**src/hdl/double_ended_queue_top_defines.svh**
```systemverilog
// Assertion macros used by the double-ended queue top level.
`ifndef DOUBLE_ENDED_QUEUE_TOP_DEFINES_SVH
`define DOUBLE_ENDED_QUEUE_TOP_DEFINES_SVH

// Check a condition at every clock edge outside reset.
`define DEQ_CHECK(lbl, cond, msg) \
  lbl: assert property (@(posedge clk) disable iff (rst) (cond)) else $error(msg);

// Check a consequence in the cycle after an antecedent.
`define DEQ_CHECK_NEXT(lbl, ante, cons, msg) \
  lbl: assert property (@(posedge clk) disable iff (rst) (ante) |=> (cons)) else $error(msg);

`endif

```
**src/hdl/deq_pkg.sv**
```systemverilog
// Types, constants and helpers for the double-ended queue.
package deq_pkg;

  localparam int CAPACITY    = 1024;
  localparam int VALUE_BITS  = 31;
  localparam int OUT_BITS    = 32;
  localparam int MODE_BITS   = 3;
  localparam int COUNT_BITS  = $clog2(CAPACITY + 1);
  localparam int S_DATA_BITS = ((VALUE_BITS + 7) / 8) * 8;
  localparam int RESULT_BITS = 3 * OUT_BITS + COUNT_BITS + 2;
  localparam int M_DATA_BITS = ((RESULT_BITS + 7) / 8) * 8;

  localparam logic signed [OUT_BITS-1:0] NEG_ONE = '1;

  typedef enum logic [MODE_BITS-1:0] {
    MODE_PUSH_FRONT = 3'd0,
    MODE_PUSH_BACK  = 3'd1,
    MODE_POP_FRONT  = 3'd2,
    MODE_POP_BACK   = 3'd3,
    MODE_QUERY      = 3'd4
  } deq_mode_t;

  typedef logic [VALUE_BITS-1:0] deq_value_t;

  typedef struct packed {
    logic ins_front;
    logic ins_back;
    logic del_front;
    logic del_back;
  } deq_cmd_t;

  typedef struct packed {
    logic                  full;
    logic                  empty;
    logic [COUNT_BITS-1:0] count;
  } deq_status_t;

  typedef struct packed {
    logic                       push_dropped;
    logic signed [OUT_BITS-1:0] back_value;
    logic signed [OUT_BITS-1:0] front_value;
    logic                       is_empty;
    logic [COUNT_BITS-1:0]      entry_total;
    logic signed [OUT_BITS-1:0] popped_value;
  } deq_result_t;

  function automatic logic [OUT_BITS-1:0] to_out(input deq_value_t v);
    logic [OUT_BITS+VALUE_BITS-1:0] wide;
    wide = {{OUT_BITS{1'b0}}, v};
    return wide[OUT_BITS-1:0];
  endfunction

endpackage

```
**src/hdl/deq_ctrl.sv**
```systemverilog
// Request handshake, entry count and result register of the queue.
module deq_ctrl (
  input  logic                 clk,
  input  logic                 rst,
  input  logic                 req_valid,
  output logic                 req_ready,
  input  deq_pkg::deq_mode_t   mode,
  input  deq_pkg::deq_value_t  value,
  input  deq_pkg::deq_value_t  a0,
  input  deq_pkg::deq_value_t  a1,
  input  deq_pkg::deq_value_t  b0,
  input  deq_pkg::deq_value_t  b1,
  input  logic                 res_ready,
  output logic                 res_valid,
  output deq_pkg::deq_result_t res,
  output deq_pkg::deq_cmd_t    cmd,
  output deq_pkg::deq_status_t status
);
  import deq_pkg::*;

  logic [COUNT_BITS-1:0] count;
  logic [COUNT_BITS-1:0] count_next;
  logic                  fire;
  logic                  full;
  logic                  empty;
  logic                  do_pf;
  logic                  do_pb;
  logic                  do_qf;
  logic                  do_qb;
  logic                  dropped;
  deq_result_t           res_next;

  assign req_ready = !res_valid || res_ready;
  assign fire      = req_valid && req_ready;
  assign full      = (count == COUNT_BITS'(CAPACITY));
  assign empty     = (count == '0);

  assign status.full  = full;
  assign status.empty = empty;
  assign status.count = count;

  always_comb begin
    do_pf   = 1'b0;
    do_pb   = 1'b0;
    do_qf   = 1'b0;
    do_qb   = 1'b0;
    dropped = 1'b0;
    unique case (mode)
      MODE_PUSH_FRONT: begin
        dropped = full;
        do_pf   = !full;
      end
      MODE_PUSH_BACK: begin
        dropped = full;
        do_pb   = !full;
      end
      MODE_POP_FRONT: do_qf = !empty;
      MODE_POP_BACK:  do_qb = !empty;
      default: ;
    endcase
  end

  assign cmd.ins_front = fire && do_pf;
  assign cmd.ins_back  = fire && do_pb;
  assign cmd.del_front = fire && do_qf;
  assign cmd.del_back  = fire && do_qb;

  always_comb begin
    priority if (do_pf || do_pb) begin
      count_next = count + COUNT_BITS'(1);
    end else if (do_qf || do_qb) begin
      count_next = count - COUNT_BITS'(1);
    end else begin
      count_next = count;
    end
  end

  always_comb begin
    res_next.push_dropped = dropped;
    res_next.entry_total  = count_next;
    res_next.is_empty     = (count_next == '0);

    priority if (do_qf) begin
      res_next.popped_value = to_out(a0);
    end else if (do_qb) begin
      res_next.popped_value = to_out(b0);
    end else begin
      res_next.popped_value = NEG_ONE;
    end

    priority if (count_next == '0) begin
      res_next.front_value = NEG_ONE;
    end else if (do_pf || (do_pb && empty)) begin
      res_next.front_value = to_out(value);
    end else if (do_qf) begin
      res_next.front_value = to_out(a1);
    end else begin
      res_next.front_value = to_out(a0);
    end

    priority if (count_next == '0) begin
      res_next.back_value = NEG_ONE;
    end else if (do_pb || (do_pf && empty)) begin
      res_next.back_value = to_out(value);
    end else if (do_qb) begin
      res_next.back_value = to_out(b1);
    end else begin
      res_next.back_value = to_out(b0);
    end
  end

  always_ff @(posedge clk) begin
    if (rst) begin
      count     <= '0;
      res_valid <= 1'b0;
    end else if (fire) begin
      count     <= count_next;
      res_valid <= 1'b1;
    end else if (res_ready) begin
      res_valid <= 1'b0;
    end
  end

  always_ff @(posedge clk) begin
    if (fire) begin
      res <= res_next;
    end
  end

endmodule

```
**config.mk**
```make
export PLATFORM = sky130hd
export DESIGN_NAME = deq_ctrl
export DESIGN_NICKNAME = d
export VERILOG_FILES = /design/src/hdl/double_ended_queue_top_defines.svh /design/src/hdl/deq_pkg.sv /design/src/hdl/deq_ctrl.sv
export SDC_FILE = /design/constraint.sdc
export NUM_CORES = 1
export LEC_CHECK = 0
export BUFFER_PORTS_ARGS = -buffer_cell sky130_fd_sc_hd__buf_2
export CORE_MARGIN = 2
export CORE_UTILIZATION = 49
export CTS_CLUSTER_SIZE = 8
export DETAILED_ROUTE_END_ITERATION = 7
export HOLD_SLACK_MARGIN = 0.15
export PLACE_DENSITY = 0.88
export SLEW_MARGIN = 40
export SYNTH_ARGS = -nofsm -noshare
export SYNTH_HDL_FRONTEND = slang
export SYNTH_SLANG_ARGS = --single-unit
```
**constraint.sdc**
```tcl
create_clock -name clk -period 4.9 [get_ports clk]
set_input_delay 0.735 -clock clk [delete_from_list [all_inputs] [get_ports clk]]
set_output_delay 0.735 -clock clk [all_outputs]
set_load 0.02 [all_outputs]
```
Word level (Yosys, flattened, before mapping)
Index checks and enable logic that the tools add are counted.
Cells by class
  $add $sub $neg: 2
  equal/unequal tests: 4
  multiplexer cells: 14
  reductions and logical operators: 20
Operator list (count)
  $mux 31: 5
  $mux 32: 1
  $logic_not 11->1: 2
  $mux 11: 2
  $add 11x1->11 const B: 1
  $eq 11x11->1 const B: 1
  $sub 11x1->11 const B: 1
  $logic_and 1x1->1: 7
  $eq 3x2->1 const B: 2
  $mux 1: 6
  $logic_or 1x1->1: 5
  $eq 3x1->1 const B: 1
  $logic_not 1->1: 3
  $logic_not 3->1: 1
  $reduce_bool 2->1: 1
  $reduce_or 2->1: 1
Storage, ports and cells
  flip-flop bits (word level): 121
  input port bits: 162
  logic and storage cells: 49

Logic depth before layout (Yosys ltp)
  depth in word-level cells: 7
  mapped depth: 11
  gate-level depth less buffers: 8

Worst setup path before layout
No wires, ideal clock.
  path type: input port to output port
  start: input res_ready
  end: output cmd[2] (netlist name)
  data arrival time: 4.034 ns
  required time: 4.165 ns
  setup slack: 0.131 ns
  cell stages on the path: 5
  cells stage by stage: nand2b_1 > nand2_1 > clkinv_1 > nand2_1 > nor2_1
RTL lines
  start, declared: RTL line deq_ctrl.sv:13  | input logic res_ready,
  end, declared: RTL line deq_ctrl.sv:16  | output deq_pkg::deq_cmd_t cmd,

==> impl_metrics.tcl <==
set metrics [dict create \
    place_inst 1117 \
    slowest_stage "a41oi_4" \
    fin_setup_tns_ns 0 \
    ys_seq_area_share_pct 50.5 \
    reg2reg_slack_ns 1.21 \
    place_ws_ns 1.30 \
    syn_inst 695 \
    placeableCoreArea_um2 13800 \
    die_area_um2 15100 \
    syn-cell-area_um2 6900 \
    outcome "complete, no violations" \
    layout_setup_ws_ns 1.17 \
    syn_area_per_cell_um2 9.93 \
    clkLatencyLatePin_ns 0.41 \
    critPathKind "reg -> out" \
    critPathMaxFanout 19 \
    synth_top_cells_by_count "170 x nand2_1, 108 x edfxtp_1, 82 x nor2_1, 62 x a31o_2, 58 x o21ai_2" \
    postCtsSetupRepairBufs 0 \
    hold_viol 0 \
    async_flop_share_pct 0 \
    yosys_warnings 0 \
    cts_hold_buffers 0 \
    grt_max_degree 82 \
    max_freq_mhz 268 \
    chipHeight_um 123 \
    hold_path.class "reg -> reg" \
    antenna_found_initial 3 \
    synthDistinctLibCells 55 \
    routed_wl_um 21400 \
    crit_arrival_ns 2.99 \
    nets 1120 \
    crit_path_cell_trace "inv_1 > ha_1 > nor3b_4 > a41oi_4 > buf_4 > nand2_1 > nor2_1 > buf_2" \
    hpwl_um 15000 \
    seq_area_um2 3480 \
    slowest_delay_ns 0.62 \
    ir_drop_mv 0.245 \
    rsz0062_at_grt "no" \
    grt_pass1_vias 6038 \
    syn_nets 859 \
    track_usage_pct 28.1 \
    root_buffer "clkbuf_16" \
    wl_per_cell_um 18.6 \
    p_per_area_nw_per_um2 392 \
    pin_count 290 \
    yosysMostFrequentCell "nand2_1" \
    tightest_slew_ns 0.757 \
    cts-resized-gates 0 \
    setup-violations-final 0 \
    ys_seq_elements 120 \
    rows 43 \
    grt-ovfl-total 0 \
    slew-limit-headroom_pct 49.3 \
    portBuffers 289 \
    crit_path_end_kind "output port" \
    drt_iter0_markers 675 \
    cp.required_ns 4.16 \
    die_w_um 123 \
    yosys.area.top_type_share_pct 47.0 \
    drive_gt1_share_pct 47.9 \
    fin_crit_sh_pct 76.1 \
    clk_path_buf_depth 2 \
    n_fill_cell 1093 \
    stdcell_count 1151 \
    initial_core_util_pct 49.9 \
    area_growth_pct 30.0 \
    cts_tree "built" \
    synth_edf_count 108 \
    fin_crit_ns 3.73 \
    maxCapViolCount 0 \
    multi_input_area_um2 3120 \
    cp-start-kind "flip-flop" \
    clkSinkCount 120 \
    cts_made_buffers 17 \
    fin_skew_ns 0.00683 \
    synth.area.top_cells "edfxtp_1 47%, nand2_1 9.2%, a31o_2 7.9%, o21ai_2 7.4%, mux2i_1 4.6%" \
    routed_via_density 5.71 \
    p_leak_nw 3.78 \
    grt_pass1_wl_um 31600 \
    antenna_left 0 \
    drt_first_pass_iters 5 \
    h-tree-depth 4 \
    vias 6576 \
    final-max-slew-violation-count 0 \
    drc 0 \
    ys.flop_type "edfxtp_1" \
    path_clk_slew_ns 0.05 \
    synth.largest_area_cell "edfxtp_1" \
    gp_congestion 0.906 \
]
## placed cells by master (no fill, tap or decap), types with 11 or more instances in the layout
master,n
o21ai_2,58
nand2_1,170
a31o_2,62
buf_4,11
clkbuf_16,17
dfxtp_1,12
a21oi_1,12
mux2i_1,32
buf_2,289
edfxtp_1,108
nor2_1,82
## power breakdown
part           total [W]  internal [W]  switching (W)
Clock            0.00111      0.000680       0.000430
Combinational    0.00108      0.000382       0.000700
Sequential       0.00132       0.00128      0.0000453
## flip-flops by register name, summed over array words and instances (netlist names)
name	flops
count	11
res_valid	1
res	108
## cell type report
type	count	area share [%]
Multi-Input combinational cell	505	34.7
Antenna cell	2	0.0558
Inverter	9	0.404
Tap cell	180	2.51
Clock inverter	13	0.976
Clock buffer	19	4.82
Timing Repair Buffer	303	17.7
Sequential cell	120	38.8
## worst max-delay path, delay by kind of cell, from the launching register on
kind	cells	cell delay, ns
AND/OR/NAND/NOR	3	0.44
AO/OA/AOI/OAI	1	0.62
buffers and inverters	3	0.76
flip-flops	1	0.43
adder cells (fa/ha/maj)	1	0.32
## through the flow
| step | util [%] | total power [W] | hold slack [ns] | area [um^2] |
|---|---|---|---|---|
| floorplan | - | 0.00210 | 0.598 | 6900 |
| global placement | 60.7 | 0.00236 | 0.504 | 8400 |
| detailed placement | 61.1 | 0.00242 | 0.514 | 8450 |
| CTS | 64.9 | 0.00353 | 0.522 | 8970 |
| global route | 64.9 | 0.00366 | 0.575 | 8970 |
| finish | 64.9 | 0.00351 | 0.519 | 8970 |
## cell families after synthesis
| family | synth area share (%) |
|---|---|
| and+or+nand+nor | 18.4 |
| AOI/OAI and AO/OA | 19.7 |
| DFF | 50.5 |
| buffers and inverters | 5.09 |
| muxes | 4.64 |
| xor gates and xnor gates | 1.40 |
| adders and majority gates | 0.362 |
## per-layer routing
layer	vias up	routed length [um]	track usage, %
met5	-	13	0
met4	2	593	12.7
met3	55	2150	9.11
met2	390	10800	47.2
met1	3094	7850	32.6
li1	3035	-	-
## final timing paths
path / endpoint / start / cells past startpoint
max reg2reg: res[52] / count[0] / 10
max: cmd[0] / count[0] / 8
min reg2reg: res_valid / res_valid / 2
min: res_valid / res_valid / 2
(Power assumes the default switching activity.)
