**src/hdl/double_ended_queue_top_defines.svh**
```systemverilog
// Assertion macros used by the double-ended queue top level.
`ifndef DOUBLE_ENDED_QUEUE_TOP_DEFINES_SVH
`define DOUBLE_ENDED_QUEUE_TOP_DEFINES_SVH

// Check a condition at every clock edge outside reset.
`define DEQ_CHECK(lbl, cond, msg) \
  lbl: assert property (@(posedge clk) disable iff (rst) (cond)) else $error(msg);

// Check a consequence in the cycle after an antecedent.
`define DEQ_CHECK_NEXT(lbl, ante, cons, msg) \
  lbl: assert property (@(posedge clk) disable iff (rst) (ante) |=> (cons)) else $error(msg);

`endif

```
**src/hdl/deq_pkg.sv**
```systemverilog
// Types, constants and helpers for the double-ended queue.
package deq_pkg;

  localparam int CAPACITY    = 1024;
  localparam int VALUE_BITS  = 31;
  localparam int OUT_BITS    = 32;
  localparam int MODE_BITS   = 3;
  localparam int COUNT_BITS  = $clog2(CAPACITY + 1);
  localparam int S_DATA_BITS = ((VALUE_BITS + 7) / 8) * 8;
  localparam int RESULT_BITS = 3 * OUT_BITS + COUNT_BITS + 2;
  localparam int M_DATA_BITS = ((RESULT_BITS + 7) / 8) * 8;

  localparam logic signed [OUT_BITS-1:0] NEG_ONE = '1;

  typedef enum logic [MODE_BITS-1:0] {
    MODE_PUSH_FRONT = 3'd0,
    MODE_PUSH_BACK  = 3'd1,
    MODE_POP_FRONT  = 3'd2,
    MODE_POP_BACK   = 3'd3,
    MODE_QUERY      = 3'd4
  } deq_mode_t;

  typedef logic [VALUE_BITS-1:0] deq_value_t;

  typedef struct packed {
    logic ins_front;
    logic ins_back;
    logic del_front;
    logic del_back;
  } deq_cmd_t;

  typedef struct packed {
    logic                  full;
    logic                  empty;
    logic [COUNT_BITS-1:0] count;
  } deq_status_t;

  typedef struct packed {
    logic                       push_dropped;
    logic signed [OUT_BITS-1:0] back_value;
    logic signed [OUT_BITS-1:0] front_value;
    logic                       is_empty;
    logic [COUNT_BITS-1:0]      entry_total;
    logic signed [OUT_BITS-1:0] popped_value;
  } deq_result_t;

  function automatic logic [OUT_BITS-1:0] to_out(input deq_value_t v);
    logic [OUT_BITS+VALUE_BITS-1:0] wide;
    wide = {{OUT_BITS{1'b0}}, v};
    return wide[OUT_BITS-1:0];
  endfunction

endpackage

```
**src/hdl/deq_cell.sv**
```systemverilog
// One cell of the queue row: a front-ordered slot, a back-ordered slot and a position flag.
module deq_cell (
  input  logic                clk,
  input  logic                rst,
  input  deq_pkg::deq_cmd_t   cmd,
  input  deq_pkg::deq_value_t value,
  input  deq_pkg::deq_value_t a_left,
  input  deq_pkg::deq_value_t a_right,
  input  deq_pkg::deq_value_t b_left,
  input  deq_pkg::deq_value_t b_right,
  input  logic                over_left,
  input  logic                over_right,
  output deq_pkg::deq_value_t a,
  output deq_pkg::deq_value_t b,
  output logic                over
);
  import deq_pkg::*;

  logic write_pt;

  // first free slot: this cell is past the end, its left neighbour is not
  assign write_pt = over && !over_left;

  always_ff @(posedge clk) begin
    if (cmd.ins_front) begin
      a <= a_left;
    end else if (cmd.del_front) begin
      a <= a_right;
    end else if (cmd.ins_back && write_pt) begin
      a <= value;
    end
  end

  always_ff @(posedge clk) begin
    if (cmd.ins_back) begin
      b <= b_left;
    end else if (cmd.del_back) begin
      b <= b_right;
    end else if (cmd.ins_front && write_pt) begin
      b <= value;
    end
  end

  always_ff @(posedge clk) begin
    if (rst) begin
      over <= 1'b1;
    end else if (cmd.ins_front || cmd.ins_back) begin
      over <= over_left;
    end else if (cmd.del_front || cmd.del_back) begin
      over <= over_right;
    end
  end

endmodule

```
**config.mk**
```make
export PLATFORM = sky130hd
export DESIGN_NAME = deq_cell
export DESIGN_NICKNAME = d
export VERILOG_FILES = /design/src/hdl/double_ended_queue_top_defines.svh /design/src/hdl/deq_pkg.sv /design/src/hdl/deq_cell.sv
export SDC_FILE = /design/constraint.sdc
export NUM_CORES = 1
export LEC_CHECK = 0
export ABC_AREA = 1
export BUFFER_PORTS_ARGS = -buffer_cell sky130_fd_sc_hd__buf_2
export CAP_MARGIN = 0
export CORE_MARGIN = 2
export CORE_UTILIZATION = 39
export CTS_BUF_LIST = sky130_fd_sc_hd__clkbuf_2
export CTS_CLUSTER_SIZE = 8
export DETAILED_ROUTE_END_ITERATION = 12
export PLACE_DENSITY_LB_ADDON = 0.3
export SYNTH_ARGS = -nofsm -noshare
export SYNTH_HDL_FRONTEND = slang
export SYNTH_SLANG_ARGS = --single-unit
```
**constraint.sdc**
```tcl
create_clock -name clk -period 2.8 [get_ports clk]
set_input_delay 0.7 -clock clk [delete_from_list [all_inputs] [get_ports clk]]
set_output_delay 0.7 -clock clk [all_outputs]
set_load 0.02 [all_outputs]
```
### Yosys cells after proc, flatten, opt, wreduce, memory -nomap -nowiden

Index checks and enable logic that the tools add are counted.

| storage, ports and cells | value |
|---|---|
| bits in registers | 63 |
| latch bits | 0 |
| RAM bits | 0 |
| bits in read-only memories | 0 |
| input port bits | 163 |
| output and inout bits | 63 |
| word-level logic and storage cells | 20 |
| memories kept | 0 |

| operators by class | value |
|---|---|
| $add $sub $neg | 0 |
| multipliers | 0 |
| div/mod/pow operators | 0 |
| magnitude comparators | 0 |
| equality and inequality tests | 0 |
| shifts and indexed selects | 0 |
| mux-type cells | 8 |
| bitwise operators | 0 |
| reduce and logical (&&, ||, !) cells | 9 |

Operators with widths:

| operator | count |
|---|---|
| $mux W31 | 6 |
| $reduce_bool A3 Y1 | 2 |
| $logic_and A1 B1 Y1 | 3 |
| $logic_or A1 B1 Y1 | 2 |
| $mux W1 | 2 |
| $reduce_bool A2 Y1 | 1 |
| $logic_not A1 Y1 | 1 |

### Logic depth before layout (Yosys ltp)

Gate-level depths: netlist of the first run.

| logic depth | value |
|---|---|
| depth after elaboration | 6 |
| depth in mapped cells | 6 |
| gate-level depth less buffers | 5 |

### Worst setup path after synthesis of the first run

OpenSTA, ideal clock, no wires.

| path | value |
|---|---|
| path kind | in2reg |
| start point | in cmd[3] in the netlist's numbering |
| end point | reg b[0], enable pin |
| setup time | 423 ps |
| arrival | 2,424 ps |
| required time | 2,377 ps |
| setup slack | -47 ps |
| cell stages on the path | 4 |
| path buffers | 2 |
| cell sequence | buf_6 -> inv_6 -> buf_6 -> o21ai_1 |

| on the way | value |
|---|---|
| cells in the longest elaborated chain, start to end | 2 |

Ends and longest elaborated chain:

| element | RTL line | source |
|---|---|---|
| start, declared | deq_cell.sv:5 | `input deq_pkg::deq_cmd_t cmd,` |
| $logic_and A1 B1 Y1 | deq_cell.sv:39 | `end else if (cmd.ins_front && write_pt) begin` |
| $reduce_bool A3 Y1 (no line) | - |  |
| end signal, assigned | deq_cell.sv:36 | `b <= b_left;` |
| end signal, assigned | deq_cell.sv:38 | `b <= b_right;` |
| end signal, assigned | deq_cell.sv:40 | `b <= value;` |
| end, declared | deq_cell.sv:14 | `output deq_pkg::deq_value_t b,` |

No other way between the ends.
A chain may end at the register's enable or synchronous reset.

### Final worst setup path of the first run

| path | value |
|---|---|
| start point | reg a[23] |
| end point | out a[23] |

RTL lines:

| element | RTL line | source |
|---|---|---|
| start, declared | deq_cell.sv:13 | `output deq_pkg::deq_value_t a,` |
| start signal, assigned | deq_cell.sv:26 | `a <= a_left;` |
| start signal, assigned | deq_cell.sv:28 | `a <= a_right;` |
| start signal, assigned | deq_cell.sv:30 | `a <= value;` |

No word-level cell between the ends.

==> out/summary.log, run 1 <==
INFO  run_status     status=complete, no violations
INFO  job            cap_violations=0
INFO  synth          synthesis.area=3430um^2
INFO  synth          synth-compound-area-share=0.199
INFO  synth          post_synth_mux_area_share=0
INFO  timing         timing.final.max_slew_violations=0
INFO  min_path       hold_path.class=in2reg
INFO  synth          post_synth_fa_ha_maj_area_fraction=0
INFO  cts            cts.repair_timing.setup_buffer_count=0
INFO  cts            clock_latency=0.47ns
INFO  setup_path     worst-path-max-fanout=1
INFO  finish         syn2layout_area_growth=32.9%
INFO  setup_path     path_cells=buf_2
INFO  finish         final_net_count=736
INFO  cts            ctsResizeCount=0
INFO  setup_path     crit_family=flip-flops
INFO  synth          synth_seq_cells=63
INFO  cts            holdBufCountCts=0
INFO  setup_path     worst_reg2reg_setup_slack=1.06ns
INFO  placement      hpwlAfterDp=7990um
INFO  synth          yosys.cell_types.count=17
INFO  floorplanning  standard_cell_core_area=8640um^2
INFO  setup_path     crit_path_max_incr_delay=0.44ns
INFO  timing         slew-limit-headroom=0.324
INFO  setup_path     worstReg2RegStart=over
INFO  global_route   gr-usage-met3=0.0608
INFO  floorplanning  floorplan.initialDensity=0.397
INFO  timing         layout_setup_ws=1.03ns
INFO  floorplanning  die_extent_in_y=97.8um
INFO  power          worst_case_vdd_ir_drop=0.205mV
INFO  setup_path     crit_path_top_delay_cell=sky130_fd_sc_hd__edfxtp_1
INFO  synth          netlist_instances=358
INFO  placement      dp_worst_setup_slack=0.565ns
INFO  power          post_route_total_power=2180uW
INFO  detailed_routing detailedRoute.firstPassIterationCount=4
INFO  detailed_routing drc_violations=0
INFO  timing         max_clock_freq=566MHz
INFO  timing         timing.setup.tns=0ns
INFO  setup_path     timing_worst_setup_path_type=reg2out
INFO  detailed_routing routed_via_density=5.08
INFO  min_path       min_from=rst
INFO  global_route   top_usage_layer=met2
INFO  timing         worstMarginPinSlew=1.01ns
INFO  cts            cell_at_the_root_of_the_clock_tree=sky130_fd_sc_hd__clkbuf_2
INFO  setup_path     crit_path_end_kind=primary output
INFO  cts            cts_htree_levels=3
INFO  synth          yosysTopAreaCell=sky130_fd_sc_hd__edfxtp_1
INFO  cts            ctsLongestPathBuffers=2
INFO  synth          ys_seq_area_frac=0.549
INFO  finish         drive_above_1_share=0.476
INFO  timing         grt_setup_unrepaired=false
INFO  placement      gp_congestion=0.848
INFO  global_route   grt_use_met2=0.403
INFO  global_route   number_of_global_route_vias_before_repair=3617
INFO  global_route   use_met1=0.264
INFO  synth          yosysWarningCount=0
INFO  synth          synth_top_family_by_area=compound AO/OA/AOI/OAI gates
INFO  finish         finish.utilization=0.528
INFO  setup_path     required_time_reported_for_the_critical_path_endpoint=2.10ns
INFO  global_route   wire_length_of_the_first_global_routing_pass=17200um
INFO  global_route   grt_max_degree=34
INFO  timing         final_period_minus_worst_setup_slack=1.77ns
INFO  timing         final.period_utilization=0.631
INFO  floorplanning  io_pins=226
INFO  detailed_routing vias=3484
INFO  timing         final_hold_viol_count=0
INFO  setup_path     worst_setup_path_start_kind=flip-flop
INFO  detailed_routing detail_route.wirelength=10900um
INFO  timing         worst_clock_skew=0.0239ns
INFO  setup_path     critical_path_arrival=1.07ns
INFO  floorplanning  die_area=9560um^2
INFO  global_route   grt_overflow_total=0
INFO  floorplanning  std_cell_rows=34
INFO  placement      io_buffers=225
INFO  timing         report.final.setup_viol=0
INFO  synth          synth_area_leaders=sky130_fd_sc_hd__edfxtp_1, sky130_fd_sc_hd__a21oi_1, sky130_fd_sc_hd__nand2_1
INFO  synth          synth_nets=521
INFO  setup_path     critical_path.n_buffers_inverters=1
INFO  power          power.static_leakage=0.00212uW
INFO  finish         layout.cell_area.non_filler=4560um^2
INFO  synth          synth_xor_xnor_area_share=0
INFO  finish         antenna_cells=0
INFO  detailed_routing post_drt_wl_per_cell=15.8um
INFO  global_route   grt_util_all_layers=0.229
INFO  floorplanning  horizontal_die_dimension=97.8um
INFO  synth          syn_avg_cell_area=9.58um^2
INFO  cts            numClockSinks=63
INFO  power          power_density=478nW/um^2
INFO  placement      placed_cell_area=4480um^2
INFO  synth          synth_top_area_frac=0.543
INFO  synth          synthSimpleGateAreaFrac=0.155
INFO  setup_path     worstReg2RegEnd=a[14]
INFO  min_path       whs_path_depth=5
INFO  setup_path     worst_setup_path_startpoint=a[23]
INFO  cts            cts_inserted_buffers=9
INFO  min_path       holdPathEnd=over
INFO  setup_path     reg2regPathDepth=2
INFO  global_route   initial_antenna_violation_count=0
INFO  cts            worst_setup_hold_path_clk_slew=0.16ns
INFO  cts            cts_tree=yes
INFO  detailed_routing drt_iter0_drc=119
INFO  detailed_routing drt.antenna.violating_nets=0
## worst max path at each step
stage	endpoint	cells past startpoint	slack (ns)
after global placement	a[17]	4	0.60
final	a[23]	1	1.03
after floorplan	b[0]	4	0.54
after global routing	a[14]	2	0.94
after detailed placement	a[17]	4	0.56
after CTS	a[23]	1	0.97
## cell usage after synthesis (all sizes together)
library cell,n
nor2,64
nand2,66
clkinv,1
nand3,2
a21oi,124
o21ai,3
nand3b,1
inv,6
dfxtp,1
buf,28
edfxtp,62
## layout make-up
cell class	count	area (um^2)
fillers	838	4080
multi-input cells	260	1240
repair buffers	232	1180
flip-flops and latches	63	1880
clock buffers	13	65.1
inverters	7	48.8
well taps	108	135
clock inverters	3	12.5
## sequential cells by signal, indices dropped and copies added (netlist names)
register and flops:
a 31, b 31, over 1
## cells in the final DEF, fill, tap and decap left out
cell and instances:
sky130_fd_sc_hd__a21oi_1 111, sky130_fd_sc_hd__a21oi_2 13, sky130_fd_sc_hd__buf_2 225, sky130_fd_sc_hd__buf_4 7
sky130_fd_sc_hd__clkbuf_2 13, sky130_fd_sc_hd__clkinv_1 2, sky130_fd_sc_hd__clkinv_2 1, sky130_fd_sc_hd__clkinv_4 1
sky130_fd_sc_hd__dfxtp_1 1, sky130_fd_sc_hd__edfxtp_1 62, sky130_fd_sc_hd__inv_1 3, sky130_fd_sc_hd__inv_6 2
sky130_fd_sc_hd__inv_8 1, sky130_fd_sc_hd__nand2_1 66, sky130_fd_sc_hd__nand3_1 2, sky130_fd_sc_hd__nand3b_1 1
sky130_fd_sc_hd__nor2_1 54, sky130_fd_sc_hd__nor2_2 10, sky130_fd_sc_hd__o21ai_0 1, sky130_fd_sc_hd__o21ai_4 2
## report_power, final
| group | switching (uW) | leakage, uW | internal (uW) |
|---|---|---|---|
| sequential | 24.4 | 0.000636 | 1150 |
| clock | 317 | 0.0000610 | 126 |
| combinational | 356 | 0.00142 | 212 |
| total | 697 | 0.00212 | 1480 |
## cell families (layout without fill, tap and decap cells)
kind of cell	after synthesis	after routing
buffers and inverters	35	255
flip-flops	63	63
AO/OA/AOI/OAI	127	127
AND/OR/NAND/NOR	133	133
## stage by stage
stage	instances	hold slack, ns
6_report	686	0.509
5_1_grt	686	0.464
4_1_cts	686	0.457
3_5_place_dp	670	0.565
3_3_place_gp	670	0.569
2_1_floorplan	358	0.627
## routing by layer
metal / part of all wire / routed length [um] / vias to the layer above
met5: 0 / 0 / -
met4: 0.013 / 146 / 0
met3: 0.096 / 1050 / 14
met2: 0.51 / 5540 / 185
met1: 0.38 / 4140 / 1613
li1: - / - / 1672
(Power assumes the default switching activity.)
==> run 2, diff against run 1 <==
- clock period: 2.8 -> 1.5 ns (I/O delays scaled with it)
==> run 2 against run 1 <==
- core utilization grew 2.9 points
- critical path depth is the same
- sequential share of layout area shrank 2.1 points
- first-iteration DRC count grew 82%
- sequential cell count is the same
- largest cell class unchanged
- largest power group unchanged
==> out/summary.log, run 2 (synthesized netlist as in run 1, its figures left out) <==
INFO  detailed_routing post_drt_wl_per_cell=16.4um [+3.5%]
INFO  placement      hpwlAfterDp=8880um [+11%]
INFO  setup_path     critical_path.n_buffers_inverters=1 [unchanged]
INFO  min_path       hold_path.class=in2reg
INFO  timing         final.period_utilization=0.974
INFO  timing         final_hold_viol_count=0 [unchanged]
INFO  cts            numClockSinks=63 [unchanged]
INFO  setup_path     crit_family=flip-flops
INFO  finish         final_net_count=744 [+1.1%]
INFO  cts            cts_tree=yes
INFO  floorplanning  std_cell_rows=34 [unchanged]
INFO  cts            cts.repair_timing.setup_buffer_count=0 [unchanged]
INFO  setup_path     crit_path_top_delay_cell=sky130_fd_sc_hd__edfxtp_1
INFO  finish         final_cell_count_no_fill=694 [+1.2%]
INFO  cts            cts_inserted_buffers=9 [unchanged]
INFO  setup_path     crit_path_end_kind=primary output
INFO  floorplanning  horizontal_die_dimension=97.8um [unchanged]
INFO  detailed_routing detail_route.wirelength=11400um [+4.7%]
INFO  placement      dpl.cell_count=678 [+1.2%]
INFO  finish         syn2layout_area_growth=40.1%
INFO  global_route   wire_length_of_the_first_global_routing_pass=17000um [-1.3%]
INFO  power          power.static_leakage=0.00222uW [+4.7%]
INFO  global_route   grt_util_all_layers=0.232 [+0.00298]
INFO  finish         fillers=812 [-3.1%]
INFO  timing         grt_setup_unrepaired=true
INFO  setup_path     worst_setup_path_start_kind=flip-flop
INFO  detailed_routing drc_violations=0 [unchanged]
INFO  cts            clock_latency=0.48ns [about the same]
INFO  setup_path     required_time_reported_for_the_critical_path_endpoint=1.12ns [-0.98 ns]
INFO  run_status     status=complete, no violations
INFO  power          power.share.switching=0.320 [+0.000917]
INFO  setup_path     timing_worst_setup_path_type=reg2out
INFO  cts            holdBufCountCts=0 [unchanged]
INFO  placement      io_buffers=225 [unchanged]
INFO  timing         max_clock_freq=685MHz
INFO  timing         report.final.setup_viol=0 [unchanged]
INFO  global_route   grt_max_degree=32 [-5.9%]
INFO  detailed_routing drt_iter0_drc=217 [+82%]
INFO  floorplanning  die_area=9560um^2 [unchanged]
INFO  finish         reg.largest.list=a: 31 flops, b: 31 flops, over: 1 flops
INFO  power          worst_case_vdd_ir_drop=0.499mV [+140%]
INFO  detailed_routing vias=3476 [-0.23%]
INFO  setup_path     crit_path_max_incr_delay=0.43ns [about the same]
INFO  finish         drive_above_1_share=0.485 [+0.00886]
INFO  power          power_report.internal_total=2850uW [+92%]
INFO  timing         worst_clock_skew=0.0216ns [-0.00233 ns]
INFO  timing         timing.final.max_slew_violations=0 [unchanged]
INFO  finish         seqCellArea=1880um^2 [about the same]
INFO  cts            ctsLongestPathBuffers=2 [unchanged]
INFO  cts            cell_at_the_root_of_the_clock_tree=sky130_fd_sc_hd__clkbuf_2
INFO  global_route   initial_antenna_violation_count=0 [unchanged]
INFO  floorplanning  floorplan.initialDensity=0.397 [unchanged]
INFO  timing         slew-limit-headroom=0.777 [+0.453]
INFO  detailed_routing drt.antenna.violating_nets=0 [unchanged]
INFO  setup_path     worst-path-max-fanout=1 [unchanged]
INFO  power          power_density=874nW/um^2 [+83%]
INFO  finish         antenna_cells=0 [unchanged]
INFO  cts            worst_setup_hold_path_clk_slew=0.19ns [+0.03 ns]
INFO  detailed_routing detailedRoute.firstPassIterationCount=4 [unchanged]
INFO  setup_path     path_cells=buf_2
INFO  timing         final_period_minus_worst_setup_slack=1.46ns
INFO  global_route   grt_overflow_total=0 [unchanged]
INFO  floorplanning  standard_cell_core_area=8640um^2 [unchanged]
INFO  placement      gp_congestion=0.937 [+10%]
INFO  setup_path     critical_path_arrival=1.09ns [+0.02 ns]
INFO  job            cap_violations=0 [unchanged]
INFO  floorplanning  io_pins=226 [unchanged]
INFO  cts            cts_htree_levels=3 [unchanged]
INFO  power          clkPwrFrac=0.195 [-0.008]
INFO  finish         mostFrequentLayoutCell=sky130_fd_sc_hd__buf_2
INFO  power          combPwrFrac=0.280 [+0.020]
INFO  global_route   number_of_global_route_vias_before_repair=3295 [-8.9%]
INFO  finish         multi_input_comb_area=1240um^2 [unchanged]
INFO  timing         layout_setup_ws=0.0396ns [-0.992 ns]
INFO  timing         worstMarginPinSlew=0.335ns [-0.675 ns]
INFO  power          pwr-share-seq=0.525 [-0.012]
INFO  finish         mostFrequentLayoutCells=sky130_fd_sc_hd__buf_2, sky130_fd_sc_hd__a21oi_1, sky130_fd_sc_hd__nand2_1
INFO  floorplanning  die_extent_in_y=97.8um [unchanged]
INFO  power          p_switching=1350uW [+93%]
INFO  detailed_routing routed_via_density=5.01 [-1.4%]
INFO  placement      dp_worst_setup_slack=0.0953ns [-0.470 ns]
run 2: cell types whose count changed in the layout (fill, tap and decap cells not counted), moves of 2 or more:
cell / change
sky130_fd_sc_hd__buf_6: +27
sky130_fd_sc_hd__clkbuf_2: -2
sky130_fd_sc_hd__buf_2: -27
sky130_fd_sc_hd__buf_4: +7
run 2: path summary, 6_finish.rpt:
path,to,cells past startpoint,from,slack (ns)
worst max register to register,b[8],3,over,0.29
worst max-delay path,b[19],1,b[19],0.04
worst min register to register,over,4,over,0.57
worst min-delay path,over,5,rst,0.16
run 2: per-stage QoR:
| step | area, um^2 | TNS [ns] | hold slack [ns] | power [uW] | util |
|---|---|---|---|---|---|
| 4_1_cts | 4650 | -0.0119 | 0.0989 | 4140 | 0.539 |
| 6_report | 4810 | 0 | 0.156 | 4200 | 0.557 |
| 2_1_floorplan | 3480 | -5.31 | 0.536 | 2870 | - |
| 3_5_place_dp | 4560 | 0 | 0.552 | 3330 | 0.528 |
| 5_1_grt | 4810 | -0.958 | 0.0949 | 4400 | 0.557 |
| 3_3_place_gp | 4560 | 0 | 0.536 | 3310 | 0.528 |
run 2: per-layer routing:
| layer | vias up | share of wire | track usage |
|---|---|---|---|
| li1 | 1698 | - | - |
| met1 | 1581 | 0.41 | 0.296 |
| met2 | 173 | 0.49 | 0.380 |
| met3 | 24 | 0.077 | 0.0573 |
| met4 | 0 | 0.024 | 0.0929 |
| met5 | - | 0 | 0 |
run 2: timing repair:
item,in CTS,in global routing
endpoints found under the hold margin,0,0
resized for setup,4,50
cloned,0,0
endpoints found under the setup margin,3,41
run 2: final cells by class:
cell class / instances / share of cell area
Clock buffer: 11 / 0.0115
Clock inverter: 5 / 0.00521
Inverter: 7 / 0.0107
Multi-Input combinational cell: 260 / 0.257
Sequential cell: 63 / 0.392
Tap cell: 108 / 0.0281
Timing Repair Buffer: 240 / 0.295
run 2: power by group through the flow:
stage	Combinational [uW]	Sequential [uW]	Clock [uW]
floorplan	413	2450	0
global placement	1080	2230	0
detailed placement	1100	2230	0
CTS	1110	2190	843
global route	1260	2220	917
finish	1180	2210	819
run 2: tightest hold or removal path, delay by kind of cell:
family	cells	cell delay, ns
buf+inv	3	0.13
simple gates	2	0.09
